$ cat config.mk
export PLATFORM = sky130hd
export DESIGN_NAME = gfr_cell
export DESIGN_NICKNAME = d
export VERILOG_FILES = /design/src/hdl/gfr_pkg.sv /design/src/hdl/gfr_cell.sv
export SDC_FILE = /design/constraint.sdc
export NUM_CORES = 1
export LEC_CHECK = 0
export BUFFER_PORTS_ARGS = -buffer_cell sky130_fd_sc_hd__buf_2
export CORE_MARGIN = 3
export CORE_UTILIZATION = 53
export CTS_CLUSTER_DIAMETER = 100
export DETAILED_ROUTE_END_ITERATION = 10
export PLACE_DENSITY = 0.8
export SLEW_MARGIN = 25
export SYNTH_ARGS = -nofsm -noshare
export SYNTH_HDL_FRONTEND = slang
export SYNTH_SLANG_ARGS = --single-unit
$ cat constraint.sdc
create_clock -name clk -period 6.8 [get_ports clk]
set_clock_uncertainty 0.2 [all_clocks]
set_input_delay 1.02 -clock clk [delete_from_list [all_inputs] [get_ports clk]]
set_output_delay 1.02 -clock clk [all_outputs]
set_load 0.005 [all_outputs]
$ cat src/hdl/gfr_pkg.sv
// ----------------------------------------------------------------------------
// gfr_pkg
// Shared types and constants of the GF(2) form reducer.
// ----------------------------------------------------------------------------
package gfr_pkg;

  localparam int IDX_W      = 6;
  localparam int FORM_PORT_W = 64;
  localparam int LVL_PORT_W = 16;

  localparam logic CMD_WRITE  = 1'b0;
  localparam logic CMD_REDUCE = 1'b1;

  localparam logic STATUS_OK       = 1'b0;
  localparam logic STATUS_REJECTED = 1'b1;

  // control part of a beat moving along the cell chain
  typedef struct packed {
    logic             vld;
    logic             cmd;
    logic [IDX_W-1:0] idx;
    logic             status;
    logic             clr;
    logic             changed;
  } beat_ctl_t;

endpackage

$ cat src/hdl/gfr_cell.sv
// ----------------------------------------------------------------------------
// gfr_cell
// One chain cell: holds the table row of one leading variable, applies it
// to a passing reduce beat or takes it from a passing write beat.
// ----------------------------------------------------------------------------
module gfr_cell
  import gfr_pkg::*;
#(
  parameter int VAR_COUNT  = 63,
  parameter int LEVEL_BITS = 16,
  parameter int VAR_POS    = 1
) (
  input  logic                  clk,
  input  logic                  rst_n,
  input  logic                  adv,
  input  beat_ctl_t             prev_ctl,
  input  logic [VAR_COUNT:0]    prev_form,
  input  logic [LEVEL_BITS-1:0] prev_lvl,
  output beat_ctl_t             beat_ctl_r,
  output logic [VAR_COUNT:0]    beat_form_r,
  output logic [LEVEL_BITS-1:0] beat_lvl_r
);

  logic [VAR_COUNT:0]    row_form_r;
  logic [LEVEL_BITS-1:0] row_lvl_r;
  logic                  row_vld_r;

  logic                  hit;
  logic                  wr_mine;
  beat_ctl_t             beat_ctl_nxt;
  logic [VAR_COUNT:0]    beat_form_nxt;

  always_comb begin
    hit = prev_ctl.vld && (prev_ctl.cmd == CMD_REDUCE) && prev_form[VAR_POS]
          && row_vld_r && (row_lvl_r <= prev_lvl);
    wr_mine = prev_ctl.vld && (prev_ctl.cmd == CMD_WRITE)
              && (prev_ctl.idx == IDX_W'(VAR_POS)) && (prev_ctl.status == STATUS_OK);

    beat_ctl_nxt  = prev_ctl;
    beat_form_nxt = prev_form;
    if (hit) begin
      beat_form_nxt        = prev_form ^ row_form_r;
      beat_ctl_nxt.changed = 1'b1;
    end
  end

  always_ff @(posedge clk) begin
    if (!rst_n) begin
      row_vld_r      <= 1'b0;
      beat_ctl_r.vld <= 1'b0;
    end else if (adv) begin
      beat_ctl_r.vld <= beat_ctl_nxt.vld;
      if (wr_mine) begin
        row_vld_r <= !prev_ctl.clr;
      end
    end
    if (adv) begin
      beat_ctl_r.cmd     <= beat_ctl_nxt.cmd;
      beat_ctl_r.idx     <= beat_ctl_nxt.idx;
      beat_ctl_r.status  <= beat_ctl_nxt.status;
      beat_ctl_r.clr     <= beat_ctl_nxt.clr;
      beat_ctl_r.changed <= beat_ctl_nxt.changed;
    end
  end

  always_ff @(posedge clk) begin
    if (adv) begin
      beat_form_r        <= beat_form_nxt;
      beat_lvl_r         <= prev_lvl;
      if (wr_mine && !prev_ctl.clr) begin
        row_form_r <= prev_form;
        row_lvl_r  <= prev_lvl;
      end
    end
  end

endmodule

==> impl_metrics.ini <==
[placement]
dp_hpwl_um = 8838
place_area_um2 = 8070
place_congestion = 0.7661
port_buffers = 184

[sta]
holdWs_ns = 0.3257
fin_crit_sh = 0.5245
relSlewSlack = 0.3231
finalHoldViolations = 0
finalSetupViolations = 0
drv_slew = 0
worstMarginPinSlew_ns = 1.015
rsz0062_at_grt = false
fmax_ghz = 0.2804
post-route-min-period_ns = 3.566
tns_ns = 0

[critical_path]
critPathKind = input port to flop
cp_slowest_cell = nand3_4
required_ns = 6.76
critical_path_arrival_ns = 3.52
path_cells = buf_2 > inv_1 > ha_1 > nand4_2 > o211ai_1 > a311oi_2 > nand3_4 > a21oi_1 > xor2_1
start_kind = input port
cp_max_fo = 64
cp-end-kind = flop
slowest_delay_ns = 0.74

[synthesis]
synth_top_area_frac = 0.7228
synth_xor_area_frac = 0.07812
syn_avg_cell_area_um2 = 15.77
syn-num-nets = 558
ys_top_cells_by_area = edfxtp_1 72%, xor2_1 7.8%, a21oi_2 3.7%
synth_compound_area_frac = 0.07600
yosysWarnings = 0
synth-simple-area-share = 0.05633
netlist_instances = 448
netlist_area_um2 = 7063
synth_top_family_by_area = XOR/XNOR gates
synth_cell_types = 31
synth_area_leader_cell = edfxtp_1
synth_mux_area_frac = 0.001417
seq_area_frac_synth = 0.7284
synthAdderAreaFrac = 0.02834
synth-seq-cells = 172

[clocking]
cts_resized = 0
cts_tree = yes
clock_path_buffers = 2
cts_root_buf = clkbuf_16
clk_latency_ns = 0.42
ctsHoldBuffers = 0
cts_buffers = 17
clkSinkCount = 172
postCtsSetupBuffers = 0
clk_pin_slew_ns = 0.06
htree_levels = 4

[drt]
vias = 4243
firstDrtPassIters = 5
viasPerCell = 5.174
ant_nets = 0
post_drt_wl_per_cell_um = 17.24
drc = 0
wl_um = 14140
drtIter0Drc = 378

[global_routing]
grt_pass1_wl_um = 22050
globalRouteOverflowTotal = 0
grt_max_degree = 82
track_usage = 0.1986
grt_pass1_vias = 4311
antenna_found_initial = 0

[cells_and_area]
multi_input_area_um2 = 1704
layout_common_cells = 183 x buf_2, 170 x edfxtp_1, 66 x nand2_1
post_route_cells_drive_above_1_share = 0.3951
final_nets = 745
nFillCells = 909
final-seq-area_um2 = 5145
fin_util = 0.6799
layout_commonest_cell = buf_2
syn_to_final_growth_pct = 23.45
n_antenna_cell = 0
final_area_um2 = 8720

[power]
p_sw_frac = 0.2008
pwr-share-clk = 0.434
internal-power_mw = 1.927
p_comb_frac = 0.058
switching_power_uw = 484.2
powerDensity_nw_per_um2 = 276.6
pwr-share-seq = 0.508
ir_worst_vdd_mv = 0.1706
power_mw = 2.412
leakage_nw = 3.519

[floorplanning]
initial_core_util = 0.5507
rows = 41
io_pins = 185
core_area_um2 = 12820
die_x_um = 121.4
die_area_um2 = 14750
die-height_um = 121.4

[outcome]
status = finished clean

[min_path]
hold_path.class = flop to flop

[flow_run]
max-cap-violations = 0
[critical path, delay by kind of cell]
family | cells | cell delay (ns)
adder cells (fa/ha/maj) | 1 | 0.35
AO/OA/AOI/OAI | 3 | 0.90
AND/OR/NAND/NOR | 2 | 0.89
XOR/XNOR | 1 | 0.12
buffers and inverters | 2 | 0.16
[sequential cells by signal, indices dropped and copies added (netlist names)]
name / cells
row_form_r: 64
beat_form_r: 64
beat_lvl_r: 16
row_vld_r: 1
beat_ctl_r: 11
row_lvl_r: 16
[worst paths after layout]
| kind | end | cells past startpoint | slack [ns] | startpoint |
|---|---|---|---|---|
| setup / recovery | beat_form_r[62] | 9 | 3.23 | prev_lvl[15] |
| setup reg to reg | beat_form_r[29] | 6 | 3.60 | row_lvl_r[15] |
| hold reg to reg | beat_ctl_r[10] | 2 | 0.33 | beat_ctl_r[10] |
| hold / removal | beat_ctl_r[10] | 2 | 0.33 | beat_ctl_r[10] |
[power by group through the flow]
stage	combinational (mW)	sequential (mW)	clock [mW]
2_1_floorplan	0.0317	1.25	0
3_3_place_gp	0.136	1.25	0
3_5_place_dp	0.140	1.25	0
4_1_cts	0.142	1.23	1.06
5_1_grt	0.154	1.23	1.12
6_report	0.140	1.23	1.05
[cell families after synthesis]
| family | Yosys count |
|---|---|
| AOI/OAI and AO/OA | 78 |
| xor gates and xnor gates | 63 |
| adders and majority gates | 16 |
| buffers and inverters | 35 |
| DFF | 172 |
| muxes | 1 |
| and+or+nand+nor | 83 |
[synthesized netlist by cell type]
library cell	instances
o21a_1	1
nor2_1	2
buf_6	12
a311oi_2	1
o211a_1	1
a21o_1	3
nand2_1	66
nand3_4	2
nor2b_1	2
nor4_1	1
a21oi_1	38
a21boi_0	1
inv_1	16
nor4_4	1
nand4_2	1
dfxtp_1	2
and3_2	1
and2_1	1
nand4_1	3
o21ai_2	1
nor3_1	1
a21oi_2	30
mux2i_1	1
xor2_1	63
and4_1	1
clkbuf_1	7
o211ai_1	1
edfxtp_1	170
ha_1	16
nor4b_1	1
o21ai_0	1
[routing by layer]
metal  part of all wire  global-route usage  up-vias
li1                   -                   -     2004
met5                  0                   0        -
met3              0.062             0.04988       16
met1               0.41              0.2510     2068
met4              0.017             0.08473        0
met2               0.51              0.3271      155
[metrics by stage]
stage,setup WS [ns],std cells
final,3.234,820
after detailed placement,2.853,788
after global routing,3.021,820
after global placement,2.973,788
after CTS,3.225,820
after floorplan,1.272,448
[cell type report]
| class | instances | share of cell area |
|---|---|---|
| Multi-Input combinational cell | 241 | 0.1954 |
| Clock buffer | 17 | 0.04879 |
| Inverter | 16 | 0.006888 |
| Sequential cell | 172 | 0.5900 |
| Tap cell | 172 | 0.02468 |
| Clock inverter | 15 | 0.02525 |
| Timing Repair Buffer | 187 | 0.1089 |
Power figures use the tool's default switching activity.
