File: config.mk
export PLATFORM = sky130hd
export DESIGN_NAME = gfr_entry
export DESIGN_NICKNAME = d
export VERILOG_FILES = /design/src/hdl/gfr_pkg.sv /design/src/hdl/gfr_entry.sv
export SDC_FILE = /design/constraint.sdc
export NUM_CORES = 1
export LEC_CHECK = 0
export ABC_AREA = 1
export BUFFER_PORTS_ARGS = -buffer_cell sky130_fd_sc_hd__clkbuf_2
export CORE_ASPECT_RATIO = 1.5
export CORE_MARGIN = 3
export CORE_UTILIZATION = 56
export DETAILED_ROUTE_END_ITERATION = 16
export PLACE_DENSITY_LB_ADDON = 0.05
export SETUP_SLACK_MARGIN = 0.05
export SKIP_LAST_GASP = 1
export SLEW_MARGIN = 30
export SYNTH_ARGS = -nofsm -noshare
export SYNTH_HDL_FRONTEND = slang
export SYNTH_SLANG_ARGS = --single-unit
File: constraint.sdc
create_clock -name clk -period 4.55 [get_ports clk]
set_input_delay 0.6825 -clock clk [delete_from_list [all_inputs] [get_ports clk]]
set_output_delay 0.6825 -clock clk [all_outputs]
set_load 0.02 [all_outputs]
File: src/hdl/gfr_pkg.sv
// ----------------------------------------------------------------------------
// gfr_pkg
// Shared types and constants of the GF(2) form reducer.
// ----------------------------------------------------------------------------
package gfr_pkg;

  localparam int IDX_W      = 6;
  localparam int FORM_PORT_W = 64;
  localparam int LVL_PORT_W = 16;

  localparam logic CMD_WRITE  = 1'b0;
  localparam logic CMD_REDUCE = 1'b1;

  localparam logic STATUS_OK       = 1'b0;
  localparam logic STATUS_REJECTED = 1'b1;

  // control part of a beat moving along the cell chain
  typedef struct packed {
    logic             vld;
    logic             cmd;
    logic [IDX_W-1:0] idx;
    logic             status;
    logic             clr;
    logic             changed;
  } beat_ctl_t;

endpackage

File: src/hdl/gfr_entry.sv
// ----------------------------------------------------------------------------
// gfr_entry
// Head stage: masks the form, checks a row write and launches the beat.
// ----------------------------------------------------------------------------
module gfr_entry
  import gfr_pkg::*;
#(
  parameter int VAR_COUNT  = 63,
  parameter int LEVEL_BITS = 16
) (
  input  logic                   clk,
  input  logic                   rst_n,
  input  logic                   adv,
  input  logic                   in_valid,
  input  logic                   in_cmd,
  input  logic [IDX_W-1:0]       in_var_index,
  input  logic [FORM_PORT_W-1:0] in_form_bits,
  input  logic [LVL_PORT_W-1:0]  in_level,
  output beat_ctl_t              beat_ctl_r,
  output logic [VAR_COUNT:0]     beat_form_r,
  output logic [LEVEL_BITS-1:0]  beat_lvl_r
);

  localparam int FW = VAR_COUNT + 1;

  logic [FW-1:0]  form_m;
  logic [FW-1:0]  lead_bit;
  logic [FW-1:0]  low_mask;
  logic           idx_bad;
  logic           vars_zero;
  logic           lead_ok;
  beat_ctl_t      beat_ctl_nxt;

  always_comb begin
    form_m    = in_form_bits[VAR_COUNT:0];
    vars_zero = (form_m[FW-1:1] == '0);
    idx_bad   = (in_var_index == '0) || (in_var_index > IDX_W'(VAR_COUNT));
    lead_bit  = FW'(1) << in_var_index;
    // variables 1..idx; the subtraction wraps to all ones when idx is the top variable
    low_mask  = ((lead_bit << 1) - FW'(1)) & ~FW'(1);
    lead_ok   = ((form_m & low_mask) == lead_bit);

    beat_ctl_nxt.vld     = in_valid;
    beat_ctl_nxt.cmd     = in_cmd;
    beat_ctl_nxt.idx     = in_var_index;
    beat_ctl_nxt.clr     = vars_zero;
    beat_ctl_nxt.changed = 1'b0;
    if (in_cmd == CMD_WRITE && (idx_bad || (!vars_zero && !lead_ok))) begin
      beat_ctl_nxt.status = STATUS_REJECTED;
    end else begin
      beat_ctl_nxt.status = STATUS_OK;
    end
  end

  always_ff @(posedge clk) begin
    if (!rst_n) begin
      beat_ctl_r.vld <= 1'b0;
    end else if (adv) begin
      beat_ctl_r.vld <= beat_ctl_nxt.vld;
    end
    if (adv) begin
      beat_ctl_r.cmd     <= beat_ctl_nxt.cmd;
      beat_ctl_r.idx     <= beat_ctl_nxt.idx;
      beat_ctl_r.status  <= beat_ctl_nxt.status;
      beat_ctl_r.clr     <= beat_ctl_nxt.clr;
      beat_ctl_r.changed <= beat_ctl_nxt.changed;
    end
  end

  always_ff @(posedge clk) begin
    if (adv) begin
      beat_form_r        <= form_m;
      beat_lvl_r         <= LEVEL_BITS'(in_level);
    end
  end

endmodule

==> results_dict.tcl <==
set metrics [dict create \
    status "completed" \
    startpoint_type "input port" \
    route.vias.total 8013 \
    clock_latency_ns 0.35 \
    fin_cells 1329 \
    yosys_register_bits 90 \
    path_cells "clkbuf_2 > inv_2 > nand4_1 > nor2_1 > inv_1 > ha_1 > nand3_2 > inv_2 > nand2_2 > nor2_2 > buf_4 > nand3_1 > nand3_1 > xor2_1 > nand2_1 > nor2_1 > nand2_1 > nor2_1 > nand3_1 > nand2_1 > a21oi_1" \
    clockRootBuffer "clkbuf_16" \
    drtAntennaViolNets 0 \
    start_util_pct 58.3 \
    switching_share_pct 35.2 \
    portBuffers 180 \
    setup_viol 0 \
    fin_area_um2 8110 \
    worst_pin_slew_ns 0.757 \
    clkTransAtPathRegs_ns 0.06 \
    power.density_nw_per_um2 298 \
    cts_setup_buffers 0 \
    intPower_w 0.00156 \
    hp-class "in -> reg" \
    cts_tree "done" \
    synth_warnings 0 \
    critPathSlowestCell "nor2_2" \
    dieHeight_um 141 \
    avgSynthCellArea_um2 6.82 \
    flow.area_growth_from_synthesis_pct 18.6 \
    syn_nets 1094 \
    cp.required_ns 4.65 \
    rsz0062_at_grt "false" \
    synth_edf_count 89 \
    cts.sinks 90 \
    path_buf_inv 5 \
    period_share_pct 85.7 \
    final-max-slew-violation-count 0 \
    cts_buffer_depth 2 \
    num_antenna_cells 0 \
    cts.repair.resized 0 \
    drive_gt1_share_pct 20.2 \
    dp_hpwl_um 19800 \
    synth_cells 1002 \
    h-tree-depth 3 \
    critPathTopFamily "simple AND/OR/NAND/NOR gates" \
    cts_inserted_buffers 9 \
    p_leak_nw 4.42 \
    maxSlewHeadroom_pct 49.3 \
    setup_tns_ns 0 \
    vdd_drop_max_uv 184 \
    antenna_found_initial 0 \
    via_per_inst 6.03 \
    worstSetupEndpointType "flip-flop" \
    synth_ff_type "edfxtp_1" \
    cpPeakStageDelay_ns 0.43 \
    clkPwrFrac_pct 29.6 \
    ctsHoldBuffers 0 \
    seq_power_share_pct 41.3 \
    grt.overflow.total 0 \
    core_region_area_um2 11700 \
    crit_arrival_ns 4.00 \
    die_w_um 96.2 \
    dp.cells 1313 \
    grt_max_degree 64 \
    final.min_clock_period_ns 3.90 \
    finClkSkew_ns 0 \
    wl_per_cell_um 19.1 \
    post-route-drc-count 0 \
    max_cap_violations 0 \
    mostFrequentLayoutCell "nand2_1" \
    gp_congestion 1.05 \
    cp_max_fo 23 \
    first_global_vias 7332 \
    num_io_pins 182 \
    p_comb_share_pct 29.0 \
    final_cell_mix "295 x nand2_1, 189 x nor2_1, 179 x clkbuf_2" \
    dpl-instance-area_um2 7830 \
    hold_viol 0 \
    fmax_mhz 256 \
    grt.total_usage_pct 37.4 \
    grt_pass1_wl_um 38200 \
    synthArstFlopShare_pct 0 \
    syn_area_um2 6830 \
    layout.nets 1266 \
    firstDrtPassIters 6 \
    fp.dieArea_um2 13600 \
    ys_types 38 \
    crit_type "in -> reg" \
    switching_power_w 0.000852 \
    yosysSeqAreaShare_pct 39.4 \
    drt_iter0_drc 987 \
    core.rowCount 48 \
    routed_wl_um 25400 \
]
==> registers in the layout, summed over array words and instances (netlist names) <==
register / flops
beat_form_r: 64
beat_ctl_r: 10
beat_lvl_r: 16
==> layer usage <==
| layer | GRT usage (%) | routed length, um | vias to the layer above |
|---|---|---|---|
| met1 | 45.9 | 8980 | 3516 |
| li1 | - | - | 3745 |
| met5 | 0 | 0 | - |
| met4 | 27.1 | 2030 | 0 |
| met2 | 57.9 | 11500 | 611 |
| met3 | 7.00 | 2930 | 141 |
==> power by group through the flow <==
stage / registers [W] / logic, W / clock network (W)
finish: 0.000999 / 0.000702 / 0.000715
floorplan: 0.00110 / 0.000345 / 0
detailed placement: 0.00102 / 0.000678 / 0
CTS: 0.00100 / 0.000682 / 0.000716
global placement: 0.00102 / 0.000667 / 0
global route: 0.00101 / 0.000757 / 0.000744
==> per-stage QoR <==
step	hold WS (ns)	setup slack (ns)	total power [W]	util (%)
final	0.503	0.649	0.00242	69.2
after global placement	0.519	0.534	0.00168	66.8
after detailed placement	0.556	0.436	0.00170	66.8
after global routing	0.502	0.413	0.00251	69.2
after CTS	0.502	0.784	0.00240	69.2
after floorplan	0.606	1.38	0.00145	-
==> cells by family (layout without fill, tap and decap cells) <==
kind of cell	after synthesis	count (layout)	synth area share, %
DFF	90	90	39.4
buffers and inverters	123	300	7.58
xor gates and xnor gates	14	14	1.79
and+or+nand+nor	751	751	49.1
adders and majority gates	1	1	0.183
AOI/OAI and AO/OA	22	22	1.83
other	1	1	0.0549
==> final cells by class <==
class | instances | area [um2]
inverter | 96 | 363
fill | 1047 | 3610
clock buffer | 10 | 229
clock inverter | 6 | 48.8
sequential | 90 | 2690
multi-input combinational | 789 | 3620
timing repair buffer | 188 | 963
tap | 150 | 188
==> cells in the mapped netlist (2+ instances only) <==
| library cell | number | share of area (%) |
|---|---|---|
| a21o_1 | 2 | 0.22 |
| a21oi_1 | 5 | 0.37 |
| a31o_2 | 2 | 0.26 |
| buf_1 | 2 | 0.11 |
| buf_2 | 13 | 0.95 |
| buf_4 | 6 | 0.66 |
| buf_6 | 2 | 0.33 |
| clkbuf_1 | 4 | 0.22 |
| edfxtp_1 | 89 | 39 |
| inv_1 | 82 | 4.5 |
| inv_2 | 12 | 0.66 |
| nand2_1 | 295 | 16 |
| nand3_1 | 127 | 9.3 |
| nand4_1 | 88 | 8.1 |
| nand4_2 | 3 | 0.55 |
| nor2_1 | 189 | 10 |
| nor2_2 | 10 | 0.92 |
| nor2_4 | 4 | 0.66 |
| nor3_1 | 13 | 0.95 |
| nor4_1 | 14 | 1.3 |
| o21ai_0 | 6 | 0.44 |
| o21ai_1 | 6 | 0.44 |
| xnor2_1 | 3 | 0.38 |
| xor2_1 | 11 | 1.4 |
==> final timing paths <==
path                                       from        endpoint  slack, ns  cells after the start
worst max-delay path            in_var_index[3]   beat_ctl_r[2]       0.65                     21
worst min-delay path                in_level[3]   beat_lvl_r[3]       0.50                      1
worst max register to register   beat_ctl_r[10]  beat_ctl_r[10]       3.88                      2
worst min register to register   beat_ctl_r[10]  beat_ctl_r[10]       0.56                      2
==> worst register-to-register path: cells and delay by family, from the launching register on <==
kind	cells	cell delay [ns]
DFF	1	0.31
AOI/OAI and AO/OA	2	0.22
(Power assumes the default switching activity.)
